$ cat config.mk
export PLATFORM = sky130hd
export DESIGN_NAME = energy_silence_segmenter_core_flat
export DESIGN_NICKNAME = d
export VERILOG_FILES = /design/src/rtl/core/esseg_pkg.sv /design/src/rtl/core/esseg_if.sv /design/src/rtl/core/energy_silence_segmenter_core.sv /design/src/rtl/core/esseg_square.sv /design/src/rtl/core/esseg_decide.sv /design/src/rtl/core/esseg_out_buf.sv /design/src/flat_wrapper.sv
export SDC_FILE = /design/constraint.sdc
export NUM_CORES = 1
export LEC_CHECK = 0
export ABC_CLOCK_PERIOD_IN_PS = 7850
export BUFFER_PORTS_ARGS = -buffer_cell sky130_fd_sc_hd__buf_2
export CAP_MARGIN = 20
export CORE_MARGIN = 2
export CORE_UTILIZATION = 63
export DETAILED_ROUTE_END_ITERATION = 12
export GPL_TIMING_DRIVEN = 0
export HOLD_SLACK_MARGIN = 0.12
export PLACE_DENSITY_LB_ADDON = 0.08
export RECOVER_POWER = 50
export SYNTH_ARGS = -nofsm -noshare
export SYNTH_HDL_FRONTEND = slang
export SYNTH_SLANG_ARGS = --single-unit
$ cat constraint.sdc
create_clock -name clock -period 7.85 [get_ports clock]
set_input_delay 0.3925 -clock clock [delete_from_list [all_inputs] [get_ports clock]]
set_output_delay 0.3925 -clock clock [all_outputs]
set_load 0.05 [all_outputs]
$ cat src/rtl/core/esseg_pkg.sv
// Shared types and constants of the energy silence segmenter.
package esseg_pkg;

   localparam int SAMPLE_W    = 16;
   localparam int SQUARE_W    = 31;
   localparam int ENERGY_W    = 41;
   localparam int THRESHOLD_W = 31;
   localparam int LIMIT_W     = 16;
   localparam int QUIET_W     = 17;
   localparam int CSR_INDEX_W = 1;
   localparam int CSR_DATA_W  = 31;

   localparam logic [THRESHOLD_W-1:0] THRESHOLD_RESET = 31'd107374182;
   localparam logic [LIMIT_W-1:0]     LIMIT_RESET     = 16'd5;
   localparam logic [ENERGY_W-1:0]    ENERGY_MAX      = {ENERGY_W{1'b1}};
   localparam logic [QUIET_W-1:0]     QUIET_MAX       = {QUIET_W{1'b1}};

   // Configuration register indexes.
   localparam logic [CSR_INDEX_W-1:0] CSR_THRESHOLD   = 1'b0;
   localparam logic [CSR_INDEX_W-1:0] CSR_QUIET_LIMIT = 1'b1;

   // Input command codes.
   localparam logic CMD_SAMPLE = 1'b0;
   localparam logic CMD_EOS    = 1'b1;

   typedef struct packed {
      logic                valid;
      logic                command;
      logic                last;
      logic [SQUARE_W-1:0] square;
   } esseg_stage_type;

   typedef struct packed {
      logic [ENERGY_W-1:0] buffer_energy;
      logic                joined_segment;
      logic [QUIET_W-1:0]  quiet_run;
      logic                segment_end;
   } esseg_result_type;

endpackage

$ cat src/rtl/core/esseg_if.sv
// Valid/ready channel interfaces for the segmenter's input and result items.
interface esseg_req_if
   import esseg_pkg::*;
();
   logic                valid;
   logic                ready;
   logic                command;
   logic [SAMPLE_W-1:0] sample;
   logic                last_in_buffer;

   modport source (output valid, command, sample, last_in_buffer, input ready);
   modport sink   (input valid, command, sample, last_in_buffer, output ready);
endinterface

interface esseg_rsp_if
   import esseg_pkg::*;
();
   logic                valid;
   logic                ready;
   logic [ENERGY_W-1:0] buffer_energy;
   logic                joined_segment;
   logic [QUIET_W-1:0]  quiet_run;
   logic                segment_end;

   modport source (output valid, buffer_energy, joined_segment, quiet_run, segment_end,
                   input ready);
   modport sink   (input valid, buffer_energy, joined_segment, quiet_run, segment_end,
                   output ready);
endinterface

$ cat src/rtl/core/energy_silence_segmenter_core.sv
// Top level of the energy silence segmenter.
//
//   Channel   Kind           Moves
//   req_bus   valid/ready    command, sample, last_in_buffer (one item per sample)
//   rsp_bus   valid/ready    buffer_energy, joined_segment, quiet_run, segment_end
//   csr_*     write only     energy_threshold (index 0), quiet_limit (index 1)
//
// One item is accepted per cycle unless input stalls. The sample is squared on
// its way into the input register; once the result buffer has room, the decide
// stage folds it into the accumulator and segment state and writes the result
// into the buffer, which raises rsp_bus.valid for the closing item. A two-entry
// result buffer keeps input acceptance going while a result waits; input stalls
// only once both entries and the input register are full. Reset is synchronous
// and restores the register defaults and an empty, closed state.
module energy_silence_segmenter_core
   import esseg_pkg::*;
(
   input  logic                   clock,
   input  logic                   reset,
   esseg_req_if.sink              req_bus,
   esseg_rsp_if.source            rsp_bus,
   input  logic                   csr_write_enable,
   input  logic [CSR_INDEX_W-1:0] csr_index,
   input  logic [CSR_DATA_W-1:0]  csr_write_data
);

   esseg_stage_type  stage;
   esseg_result_type result;
   esseg_result_type rsp_data;
   logic             advance;
   logic             res_valid;

   esseg_square u_square (
      .clock          (clock),
      .reset          (reset),
      .advance        (advance),
      .in_valid       (req_bus.valid),
      .in_ready       (req_bus.ready),
      .command        (req_bus.command),
      .sample         (req_bus.sample),
      .last_in_buffer (req_bus.last_in_buffer),
      .stage          (stage)
   );

   esseg_decide u_decide (
      .clock            (clock),
      .reset            (reset),
      .advance          (advance),
      .stage            (stage),
      .csr_write_enable (csr_write_enable),
      .csr_index        (csr_index),
      .csr_write_data   (csr_write_data),
      .res_valid        (res_valid),
      .result           (result)
   );

   esseg_out_buf u_out_buf (
      .clock    (clock),
      .reset    (reset),
      .wr_en    (res_valid),
      .wr_data  (result),
      .room     (advance),
      .rd_valid (rsp_bus.valid),
      .rd_ready (rsp_bus.ready),
      .rd_data  (rsp_data)
   );

   assign rsp_bus.buffer_energy  = rsp_data.buffer_energy;
   assign rsp_bus.joined_segment = rsp_data.joined_segment;
   assign rsp_bus.quiet_run      = rsp_data.quiet_run;
   assign rsp_bus.segment_end    = rsp_data.segment_end;

endmodule

$ cat src/rtl/core/esseg_square.sv
// Input register stage: captures an item and squares its sample.
module esseg_square
   import esseg_pkg::*;
(
   input  logic                clock,
   input  logic                reset,
   input  logic                advance,
   input  logic                in_valid,
   output logic                in_ready,
   input  logic                command,
   input  logic [SAMPLE_W-1:0] sample,
   input  logic                last_in_buffer,
   output esseg_stage_type     stage
);

   logic                valid_ff, valid_in;
   logic                command_ff;
   logic                last_ff;
   logic [SQUARE_W-1:0] square_ff;
   logic [2*SAMPLE_W-1:0] product;
   logic                load;

   assign in_ready = !valid_ff || advance;
   assign load     = in_valid && in_ready;
   assign product  = (2*SAMPLE_W)'($signed(sample)) * (2*SAMPLE_W)'($signed(sample));

   always_comb begin
      valid_in = valid_ff;
      if (load) begin
         valid_in = 1'b1;
      end else if (advance) begin
         valid_in = 1'b0;
      end
   end

   always_ff @(posedge clock) begin
      if (reset) begin
         valid_ff <= 1'b0;
      end else begin
         valid_ff <= valid_in;
      end
      if (load) begin
         command_ff <= command;
         last_ff    <= last_in_buffer;
         // The square of any 16-bit value is at most 2^30, so 31 bits hold it.
         square_ff  <= product[SQUARE_W-1:0];
      end
   end

   assign stage.valid   = valid_ff;
   assign stage.command = command_ff;
   assign stage.last    = last_ff;
   assign stage.square  = square_ff;

endmodule

$ cat src/rtl/core/esseg_decide.sv
// Accumulator, threshold compare and segment state, plus the configuration registers.
module esseg_decide
   import esseg_pkg::*;
(
   input  logic                   clock,
   input  logic                   reset,
   input  logic                   advance,
   input  esseg_stage_type        stage,
   input  logic                   csr_write_enable,
   input  logic [CSR_INDEX_W-1:0] csr_index,
   input  logic [CSR_DATA_W-1:0]  csr_write_data,
   output logic                   res_valid,
   output esseg_result_type       result
);

   logic [THRESHOLD_W-1:0] threshold_ff;
   logic [LIMIT_W-1:0]     limit_ff;
   logic [ENERGY_W-1:0]    sum_ff, sum_in;
   logic                   open_ff, open_in;
   logic [QUIET_W-1:0]     quiet_ff, quiet_in;

   logic                   fire;
   logic [ENERGY_W:0]      sum_wide;
   logic [ENERGY_W-1:0]    energy;
   logic [ENERGY_W-1:0]    threshold_ext;
   logic                   above, below, joined, ended;
   logic [QUIET_W-1:0]     quiet_mid;

   assign fire          = stage.valid && advance;
   assign sum_wide      = {1'b0, sum_ff} + (ENERGY_W+1)'(stage.square);
   assign energy        = sum_wide[ENERGY_W] ? ENERGY_MAX : sum_wide[ENERGY_W-1:0];
   assign threshold_ext = ENERGY_W'(threshold_ff);
   assign above         = energy > threshold_ext;
   assign below         = energy < threshold_ext;
   assign joined        = above || open_ff;

   always_comb begin
      if (below && joined) begin
         quiet_mid = (quiet_ff == QUIET_MAX) ? quiet_ff : quiet_ff + QUIET_W'(1);
      end else begin
         quiet_mid = '0;
      end
   end

   assign ended = joined && (quiet_mid > QUIET_W'(limit_ff));

   always_comb begin
      sum_in    = sum_ff;
      open_in   = open_ff;
      quiet_in  = quiet_ff;
      res_valid = 1'b0;
      result    = '0;
      if (fire) begin
         if (stage.command == CMD_EOS) begin
            // End of stream drops a partial buffer and closes an open segment.
            sum_in = '0;
            if (open_ff) begin
               open_in            = 1'b0;
               quiet_in           = '0;
               res_valid          = 1'b1;
               result.segment_end = 1'b1;
            end
         end else if (!stage.last) begin
            sum_in = energy;
         end else begin
            sum_in                = '0;
            open_in               = joined && !ended;
            quiet_in              = ended ? '0 : quiet_mid;
            res_valid             = 1'b1;
            result.buffer_energy  = energy;
            result.joined_segment = joined;
            result.quiet_run      = ended ? '0 : quiet_mid;
            result.segment_end    = ended;
         end
      end
   end

   always_ff @(posedge clock) begin
      if (reset) begin
         threshold_ff <= THRESHOLD_RESET;
         limit_ff     <= LIMIT_RESET;
         sum_ff       <= '0;
         open_ff      <= 1'b0;
         quiet_ff     <= '0;
      end else begin
         if (csr_write_enable) begin
            case (csr_index)
               CSR_THRESHOLD:   threshold_ff <= csr_write_data[THRESHOLD_W-1:0];
               CSR_QUIET_LIMIT: limit_ff     <= csr_write_data[LIMIT_W-1:0];
               default: ;
            endcase
         end
         sum_ff   <= sum_in;
         open_ff  <= open_in;
         quiet_ff <= quiet_in;
      end
   end

endmodule

$ cat src/rtl/core/esseg_out_buf.sv
// Two-entry result buffer that decouples the result channel from the pipeline.
module esseg_out_buf
   import esseg_pkg::*;
(
   input  logic             clock,
   input  logic             reset,
   input  logic             wr_en,
   input  esseg_result_type wr_data,
   output logic             room,
   output logic             rd_valid,
   input  logic             rd_ready,
   output esseg_result_type rd_data
);

   esseg_result_type entry_ff [2];
   logic             wr_ptr_ff, wr_ptr_in;
   logic             rd_ptr_ff, rd_ptr_in;
   logic [1:0]       count_ff, count_in;
   logic             rd_en;

   assign room     = count_ff != 2'd2;
   assign rd_valid = count_ff != 2'd0;
   assign rd_en    = rd_valid && rd_ready;
   assign rd_data  = entry_ff[rd_ptr_ff];

   always_comb begin
      wr_ptr_in = wr_en ? !wr_ptr_ff : wr_ptr_ff;
      rd_ptr_in = rd_en ? !rd_ptr_ff : rd_ptr_ff;
      count_in  = count_ff + 2'(wr_en) - 2'(rd_en);
   end

   always_ff @(posedge clock) begin
      if (reset) begin
         wr_ptr_ff <= 1'b0;
         rd_ptr_ff <= 1'b0;
         count_ff  <= 2'd0;
      end else begin
         wr_ptr_ff <= wr_ptr_in;
         rd_ptr_ff <= rd_ptr_in;
         count_ff  <= count_in;
      end
      if (wr_en) begin
         entry_ff[wr_ptr_ff] <= wr_data;
      end
   end

endmodule
$ cat src/flat_wrapper.sv
// flat-port wrapper written by rule: the top's interface ports become plain ports
module energy_silence_segmenter_core_flat import esseg_pkg::*;
  (clock, reset, csr_write_enable, csr_index, csr_write_data, req_bus_valid, req_bus_command, req_bus_sample, req_bus_last_in_buffer, req_bus_ready, rsp_bus_valid, rsp_bus_buffer_energy, rsp_bus_joined_segment, rsp_bus_quiet_run, rsp_bus_segment_end, rsp_bus_ready);
  esseg_req_if req_bus_i ();
  esseg_rsp_if rsp_bus_i ();
  input  logic clock;
  input  logic reset;
  input  logic csr_write_enable;
  input  logic [CSR_INDEX_W-1:0] csr_index;
  input  logic [CSR_DATA_W-1:0] csr_write_data;
  input wire logic [$bits(req_bus_i.valid)-1:0] req_bus_valid;
  input wire logic [$bits(req_bus_i.command)-1:0] req_bus_command;
  input wire logic [$bits(req_bus_i.sample)-1:0] req_bus_sample;
  input wire logic [$bits(req_bus_i.last_in_buffer)-1:0] req_bus_last_in_buffer;
  output wire logic [$bits(req_bus_i.ready)-1:0] req_bus_ready;
  output wire logic [$bits(rsp_bus_i.valid)-1:0] rsp_bus_valid;
  output wire logic [$bits(rsp_bus_i.buffer_energy)-1:0] rsp_bus_buffer_energy;
  output wire logic [$bits(rsp_bus_i.joined_segment)-1:0] rsp_bus_joined_segment;
  output wire logic [$bits(rsp_bus_i.quiet_run)-1:0] rsp_bus_quiet_run;
  output wire logic [$bits(rsp_bus_i.segment_end)-1:0] rsp_bus_segment_end;
  input wire logic [$bits(rsp_bus_i.ready)-1:0] rsp_bus_ready;
  assign req_bus_i.valid = req_bus_valid;
  assign req_bus_i.command = req_bus_command;
  assign req_bus_i.sample = req_bus_sample;
  assign req_bus_i.last_in_buffer = req_bus_last_in_buffer;
  assign req_bus_ready = req_bus_i.ready;
  assign rsp_bus_valid = rsp_bus_i.valid;
  assign rsp_bus_buffer_energy = rsp_bus_i.buffer_energy;
  assign rsp_bus_joined_segment = rsp_bus_i.joined_segment;
  assign rsp_bus_quiet_run = rsp_bus_i.quiet_run;
  assign rsp_bus_segment_end = rsp_bus_i.segment_end;
  assign rsp_bus_i.ready = rsp_bus_ready;
  energy_silence_segmenter_core u_core (.clock(clock), .reset(reset), .req_bus(req_bus_i), .rsp_bus(rsp_bus_i), .csr_write_enable(csr_write_enable), .csr_index(csr_index), .csr_write_data(csr_write_data));
endmodule
## Yosys cells after proc, flatten, opt, wreduce, memory -nomap -nowiden

Memories as Yosys holds them, arrays and structs flattened. A register that Yosys moved wholly into a read port is not among the register bits.
Cells that the tools add are included.
W data, S select, Z words.

- Flip-flop bits (word level): 144
- Latch bits: 0
- Memory bits (writable): 120
- Memory bits (read-only): 0
- Input port bits: 55
- Output and inout bits: 62
- Word-level logic and storage cells: 69
- Memories: 1

Memory list:

| name | words | width | read ports | clocked after memory_dff | wr ports | line | RTL |
|---|---|---|---|---|---|---|---|
| u_core.u_out_buf.entry_ff | 2 | 60 | 1 | 1 | 1 | esseg_out_buf.sv:15 | `esseg_result_type entry_ff [2];` |

- Add/subtract/negate cells: 4
- Multiply operators: 1
- Divide/modulo/power cells: 0
- $lt $le $gt $ge: 3
- Equal/unequal tests: 3
- Shifts and indexed selects: 0
- Mux-type cells: 25
- Bitwise logic cells: 1
- Reductions and logical operators: 19

Operators by type and width:

| cell | count |
|---|---|
| $mux W41 | 3 |
| $mux W60 | 2 |
| $mux W17 | 6 |
| $mux W59 | 1 |
| $add A41 B31 Y42 | 1 |
| $gt A41 B31 Y1 | 1 |
| $lt A41 B31 Y1 | 1 |
| $mul A16 B16 Y31 | 1 |
| $add A17 B1 Y17 const B | 1 |
| $eq A17 B17 Y1 const B | 1 |
| $gt A17 B16 Y1 | 1 |
| $mux W1 | 13 |
| $logic_and A1 B1 Y1 | 6 |
| $reduce_and A2 Y1 | 3 |
| $reduce_bool A2 Y1 | 3 |
| $logic_not A1 Y1 | 4 |
| $ne A2 B2 Y1 const B | 2 |
| $reduce_and A3 Y1 | 1 |
| $add A2 B1 Y2 | 1 |
| $logic_or A1 B1 Y1 | 2 |
| $sub A2 B1 Y2 | 1 |
| $not A1 Y1 | 1 |

## Depth between registers and ports, before layout

- Depth after elaboration: 12
- Mapped depth: 38
- Depth with buffers taken out: 36

## Hierarchy

A second synthesis with hierarchy kept.

- Cell total of the unflattened synthesis: 2,409
- Area, all modules: 23,173.5 µm²

By module, submodules not included:

| module | times used | cells an instance | area each (µm²) | seq. area each (µm²) |
|---|---|---|---|---|
| esseg_square | 1 | 1,075 | 10,118.5 | 980.9 |
| esseg_decide | 1 | 1,124 | 8,231.6 | 2,122.0 |
| esseg_out_buf | 1 | 210 | 4,823.4 | 3,703.6 |

## Least setup slack after synthesis

Ideal clock, no wire load.

- Path kind: input-to-reg
- From: input req_bus_sample[1]
- To: register u_core.u_square.square_ff[30] (data pin)
- Library setup time: 260 ps
- Data arrival time: 6,232 ps
- Required time: 7,590 ps
- Path slack: 1,358 ps
- Stages on the path: 24
- Buffers on the path: 2
- Path through: clkbuf_1 -> clkbuf_1 -> nand2_1 -> fa_1 -> fa_1 -> inv_1 -> fa_1 -> inv_1 -> fa_1 -> fa_1 -> inv_1 -> fa_1 -> ha_1 -> a21o_1 -> a21o_1 -> o21bai_1 -> a21oi_1 -> a311o_1 -> a31oi_1 -> a41o_1 -> o21ai_0 -> nand2b_1 -> a21oi_1 -> xnor2_1

- Word-level cells in the longest chain between the ends: 1

Ends and longest elaborated chain:

| element | line | RTL |
|---|---|---|
| start: declaration | flat_wrapper.sv:13 | `input wire logic [$bits(req_bus_i.sample)-1:0] req_bus_sample;` |
| $mul A16 B16 Y31 | esseg_square.sv:25 | `assign product = (2*SAMPLE_W)'($signed(sample)) * (2*SAMPLE_W)'($signed(sample));` |
| via u_core.u_square.product[30] | esseg_square.sv:20 | `logic [2*SAMPLE_W-1:0] product;` |
| end signal: assignment | esseg_square.sv:46 | `square_ff <= product[SQUARE_W-1:0];` |
| end: declaration | esseg_square.sv:19 | `logic [SQUARE_W-1:0] square_ff;` |

The timed path passes the listed nets, and every way through them passes these cells.
A chain may end at the register's enable or synchronous reset.

==> key figures <==
Timing
  – Post-layout min period: 7560 ps
  – Max frequency: ~130 MHz
  – Final WS setup: 291 ps
  – Slew @ Worst Pin: slightly below 4000 ps
  – RSZ-0062 raised after global routing: false
  – Final hold vios: 0
  – Hold Worst Slack: 127 ps
  – Final setup viols: 0
  – Fin. max-slew vios: 125
  – Clk_skew: 17.6 ps
  – Slew margin rel.: -157%
  – Fin crit share: 96.3%
  – Setup_tns: 0 ps

Die
  – DIE AREA: between 30000 and 40000 um2
  – Initial Util: 64.3%
  – Row count: 67
  – Die Span Y: 190 um
  – Core footprint: 33700 um2
  – Die X: approximately 190 um
  – IO Count: about 120

Power and ir drop
  – Max IR drop VDD: 0.378 mV
  – Net Sw Power: 4650 uW
  – Pleak: 0.0107 uW
  – Int Power: approximately 5600 uW
  – Fraction of power consumed by the clock network: 10.8%
  – Reg power frac: between 10% and 20%
  – Comb pwr share: 69.6%
  – Switching Share: 45.4%
  – PD cells: 429 nW/um2

Status
  – Failing checks: max-capacitance violations, max-slew violations
  – Outcome: finished, violations left

Critical path
  – Worst Path Max Fanout: 10
  – R2r startpoint: u_core.u_square.square_ff[2]$_DFFE_PP_
  – Crit path launch: u_core.u_square.square_ff[2]$_DFFE_PP_
  – Crit-path slowest cell: edfxtp_1
  – Worst path arrival time: a little under 8000 ps
  – Kind of critical path: reg2reg
  – Critical path capture point type: register
  – Worst Setup Start Kind: register
  – Reg2Reg Depth: 33
  – Worst path required time: slightly above 8000 ps
  – RR Endpoint: u_core.u_out_buf.entry_ff[1][16]$_DFFE_PP_
  – Critical Path Sink: u_core.u_out_buf.entry_ff[1][16]$_DFFE_PP_
  – CP peak stage delay: approximately 390 ps
  – R2R setup slack: 290 ps

Job
  – Number of max-cap violations: 3

Layout
  – Area Growth Syn to Fin: 10.2%
  – Most frequent cells in the layout: inv_1 (364), nand2_1 (240), fa_1 (233)
  – Fin area: 23900 um2
  – Fin util: 70.9%
  – Nets: 2823
  – N_diodes: 0
  – Commonest non-fill, non-tap cell in the layout: inv_1
  – Share of layout cells above drive strength 1: 8.02%

Routing
  – Routed wire length: 51.9 mm
  – Post-route DRC: 0
  – ANT nets after route: 0
  – Iteration-0 DRC Markers: between 1000 and 1500
  – Avg Vias per Cell: 5.64
  – Drt first pass iters: 6
  – Via count: around 16000
  – DR WL/cell: 18.2 um

Clocking
  – Clock transition at path regs: roughly 60 ps
  – TritonCTS clock tree: built
  – CTS Buf Count: 25
  – Depth of the CTS H-tree: 1
  – Clock Path Buffers: 3
  – CTS Sinks: ~260
  – Worst skew pair latency: ~530 ps
  – CTS root buf: clkbuf_16

Global routing
  – Gr usage total: ~30%
  – Congestion Overflow GR: 0
  – First-pass GRT wire length: 84.0 mm
  – Vias in the first global route: ~17000
  – Initial antenna violation count: 0
  – Largest net degree at the start of global routing: 61

Placement
  – Worst slack at placement: -688 ps
  – Detailed Place HPWL: between 40 and 50 mm
  – Placer Congestion: 0.920
  – Number of port buffers: around 110
  – Post-DP Area: 22900 um2

Yosys
  – Sequential area share after synthesis: a little under a third
  – Area of the mapped netlist: 21700 um2
  – Register bit total from synthesis: 264
  – Synth Area per Inst: 9.84 um2
  – Prevailing post-synth register cell: edfxtp_1
  – Yosys warns: 0
  – Synth Instances: approximately 2200
  – FFs w/ async S/R, synth: 0%
  – Number of synthesized flops with an enable pin: 152
  – Post-synth cell types: just over 70

Hold path
  – Hold/Removal Path Class: in2reg
  – Hold Path Depth: 2
stage by stage:
step           total power, uW  instances
2_1_floorplan             7730       2205
3_3_place_gp              8910       2767
3_5_place_dp              9160       2770
4_1_cts                  10300       2841
5_1_grt                  11300       2843
6_report                 10200       2843
sequential cells by signal (all words and copies together) (netlist names), named ones only:
| register | count |
|---|---|
| u_core.u_out_buf.entry_ff | 120 |
| u_core.u_decide.sum_ff | 41 |
| u_core.u_decide.threshold_ff | 31 |
| u_core.u_square.square_ff | 30 |
| u_core.u_decide.quiet_ff | 17 |
| u_core.u_decide.limit_ff | 16 |
| u_core.u_out_buf.count_ff | 2 |
| u_core.u_decide.open_ff | 1 |
| u_core.u_out_buf.rd_ptr_ff | 1 |
| u_core.u_out_buf.wr_ptr_ff | 1 |
| u_core.u_square.command_ff | 1 |
| u_core.u_square.last_ff | 1 |
| u_core.u_square.valid_ff | 1 |
worst max-delay path, delay by kind of cell (launching register included):
family                     cells  cell delay [ps]
DFF                            1              390
and+or+nand+nor                9             1720
buffers and inverters          4              730
AOI/OAI and AO/OA             17             3500
adders and majority gates      3             1030
area by class of cell:
cell class	count	area (um2)
multi-input combinational	1499	13300
fill	2662	9810
sequential	264	6810
inverter	364	1370
timing repair buffer	144	803
clock buffer	30	644
tap	448	561
buffer	78	310
clock inverter	16	97.6
worst min path at each step:
stage | startpoint | end | slack (ps)
after floorplan | u_core.u_decide.limit_ff[10]$_SDFFE_PP0P_ | u_core.u_decide.limit_ff[10]$_SDFFE_PP0P_ | 440
after global placement | u_core.u_decide.limit_ff[1]$_SDFFE_PP0P_ | u_core.u_decide.limit_ff[1]$_SDFFE_PP0P_ | 440
after detailed placement | u_core.u_decide.threshold_ff[3]$_SDFFE_PP0P_ | u_core.u_decide.threshold_ff[3]$_SDFFE_PP0P_ | 450
after CTS | req_bus_valid | u_core.u_square.valid_ff$_SDFFE_PP0P_ | 120
after global routing | csr_write_data[1] | u_core.u_decide.threshold_ff[1]$_SDFFE_PP1P_ | 130
final | csr_write_data[1] | u_core.u_decide.threshold_ff[1]$_SDFFE_PP1P_ | 130
power groups by stage:
stage          clock (uW)  sequential (uW)  combinational, uW
2_1_floorplan           0             2020               5710
3_5_place_dp            0             2040               7110
3_3_place_gp            0             2040               6870
6_report             1100             2010               7120
4_1_cts              1120             2010               7160
5_1_grt              1180             2020               8090
cells in the mapped netlist, types with 17 or more instances:
master	instances	area (um2)
a21o_1	30	225
xnor2_1	54	473
ha_1	159	1990
fa_1	233	4660
nor2_1	153	574
edfxtp_1	152	4560
xor2_1	30	263
and2_1	92	576
o31ai_1	17	128
nor3_1	17	85.1
o21ai_0	40	200
nand2_1	241	905
inv_1	364	1370
nand2b_1	18	113
nand3_1	24	120
dfxtp_1	112	2240
nand4_1	23	144
a22oi_1	32	240
a21oi_1	114	571
clkbuf_1	68	255
mux2_2	62	698
metal layers:
metal | GRT usage [%] | share of wire (%) | vias to the layer above | wire [um]
met5 | 0 | 0 | - | 0
met3 | 2.69 | 5.4 | 134 | 2810
met2 | 52.2 | 49 | 528 | 25300
li1 | - | - | 7578 | -
met4 | 11.1 | 4.0 | 0 | 2090
met1 | 38.0 | 42 | 7793 | 21600
cells by family (layout without fill, tap and decap cells):
kind of cell / Yosys count / in the layout / share of synthesized area [%]
DFF: 264 / 264 / 31.4
adders and majority gates: 392 / 392 / 30.7
xor gates and xnor gates: 84 / 84 / 3.39
buffers and inverters: 442 / 632 / 7.69
AOI/OAI and AO/OA: 328 / 328 / 10.0
muxes: 63 / 63 / 3.27
and+or+nand+nor: 630 / 630 / 13.5
other: 1 / 2 / 0.0173
what timing repair did:
action | CTS | global route
hold endpoints to repair | 28 | 2
pin swaps | 1 | 1
setup buffers | 1 | 0
cloned | 0 | 0
hold buffers | 24 | 2
gates resized for setup | 11 | 13
setup endpoints to repair | 51 | 48
Note: power is estimated with default switching activity, not from simulation.
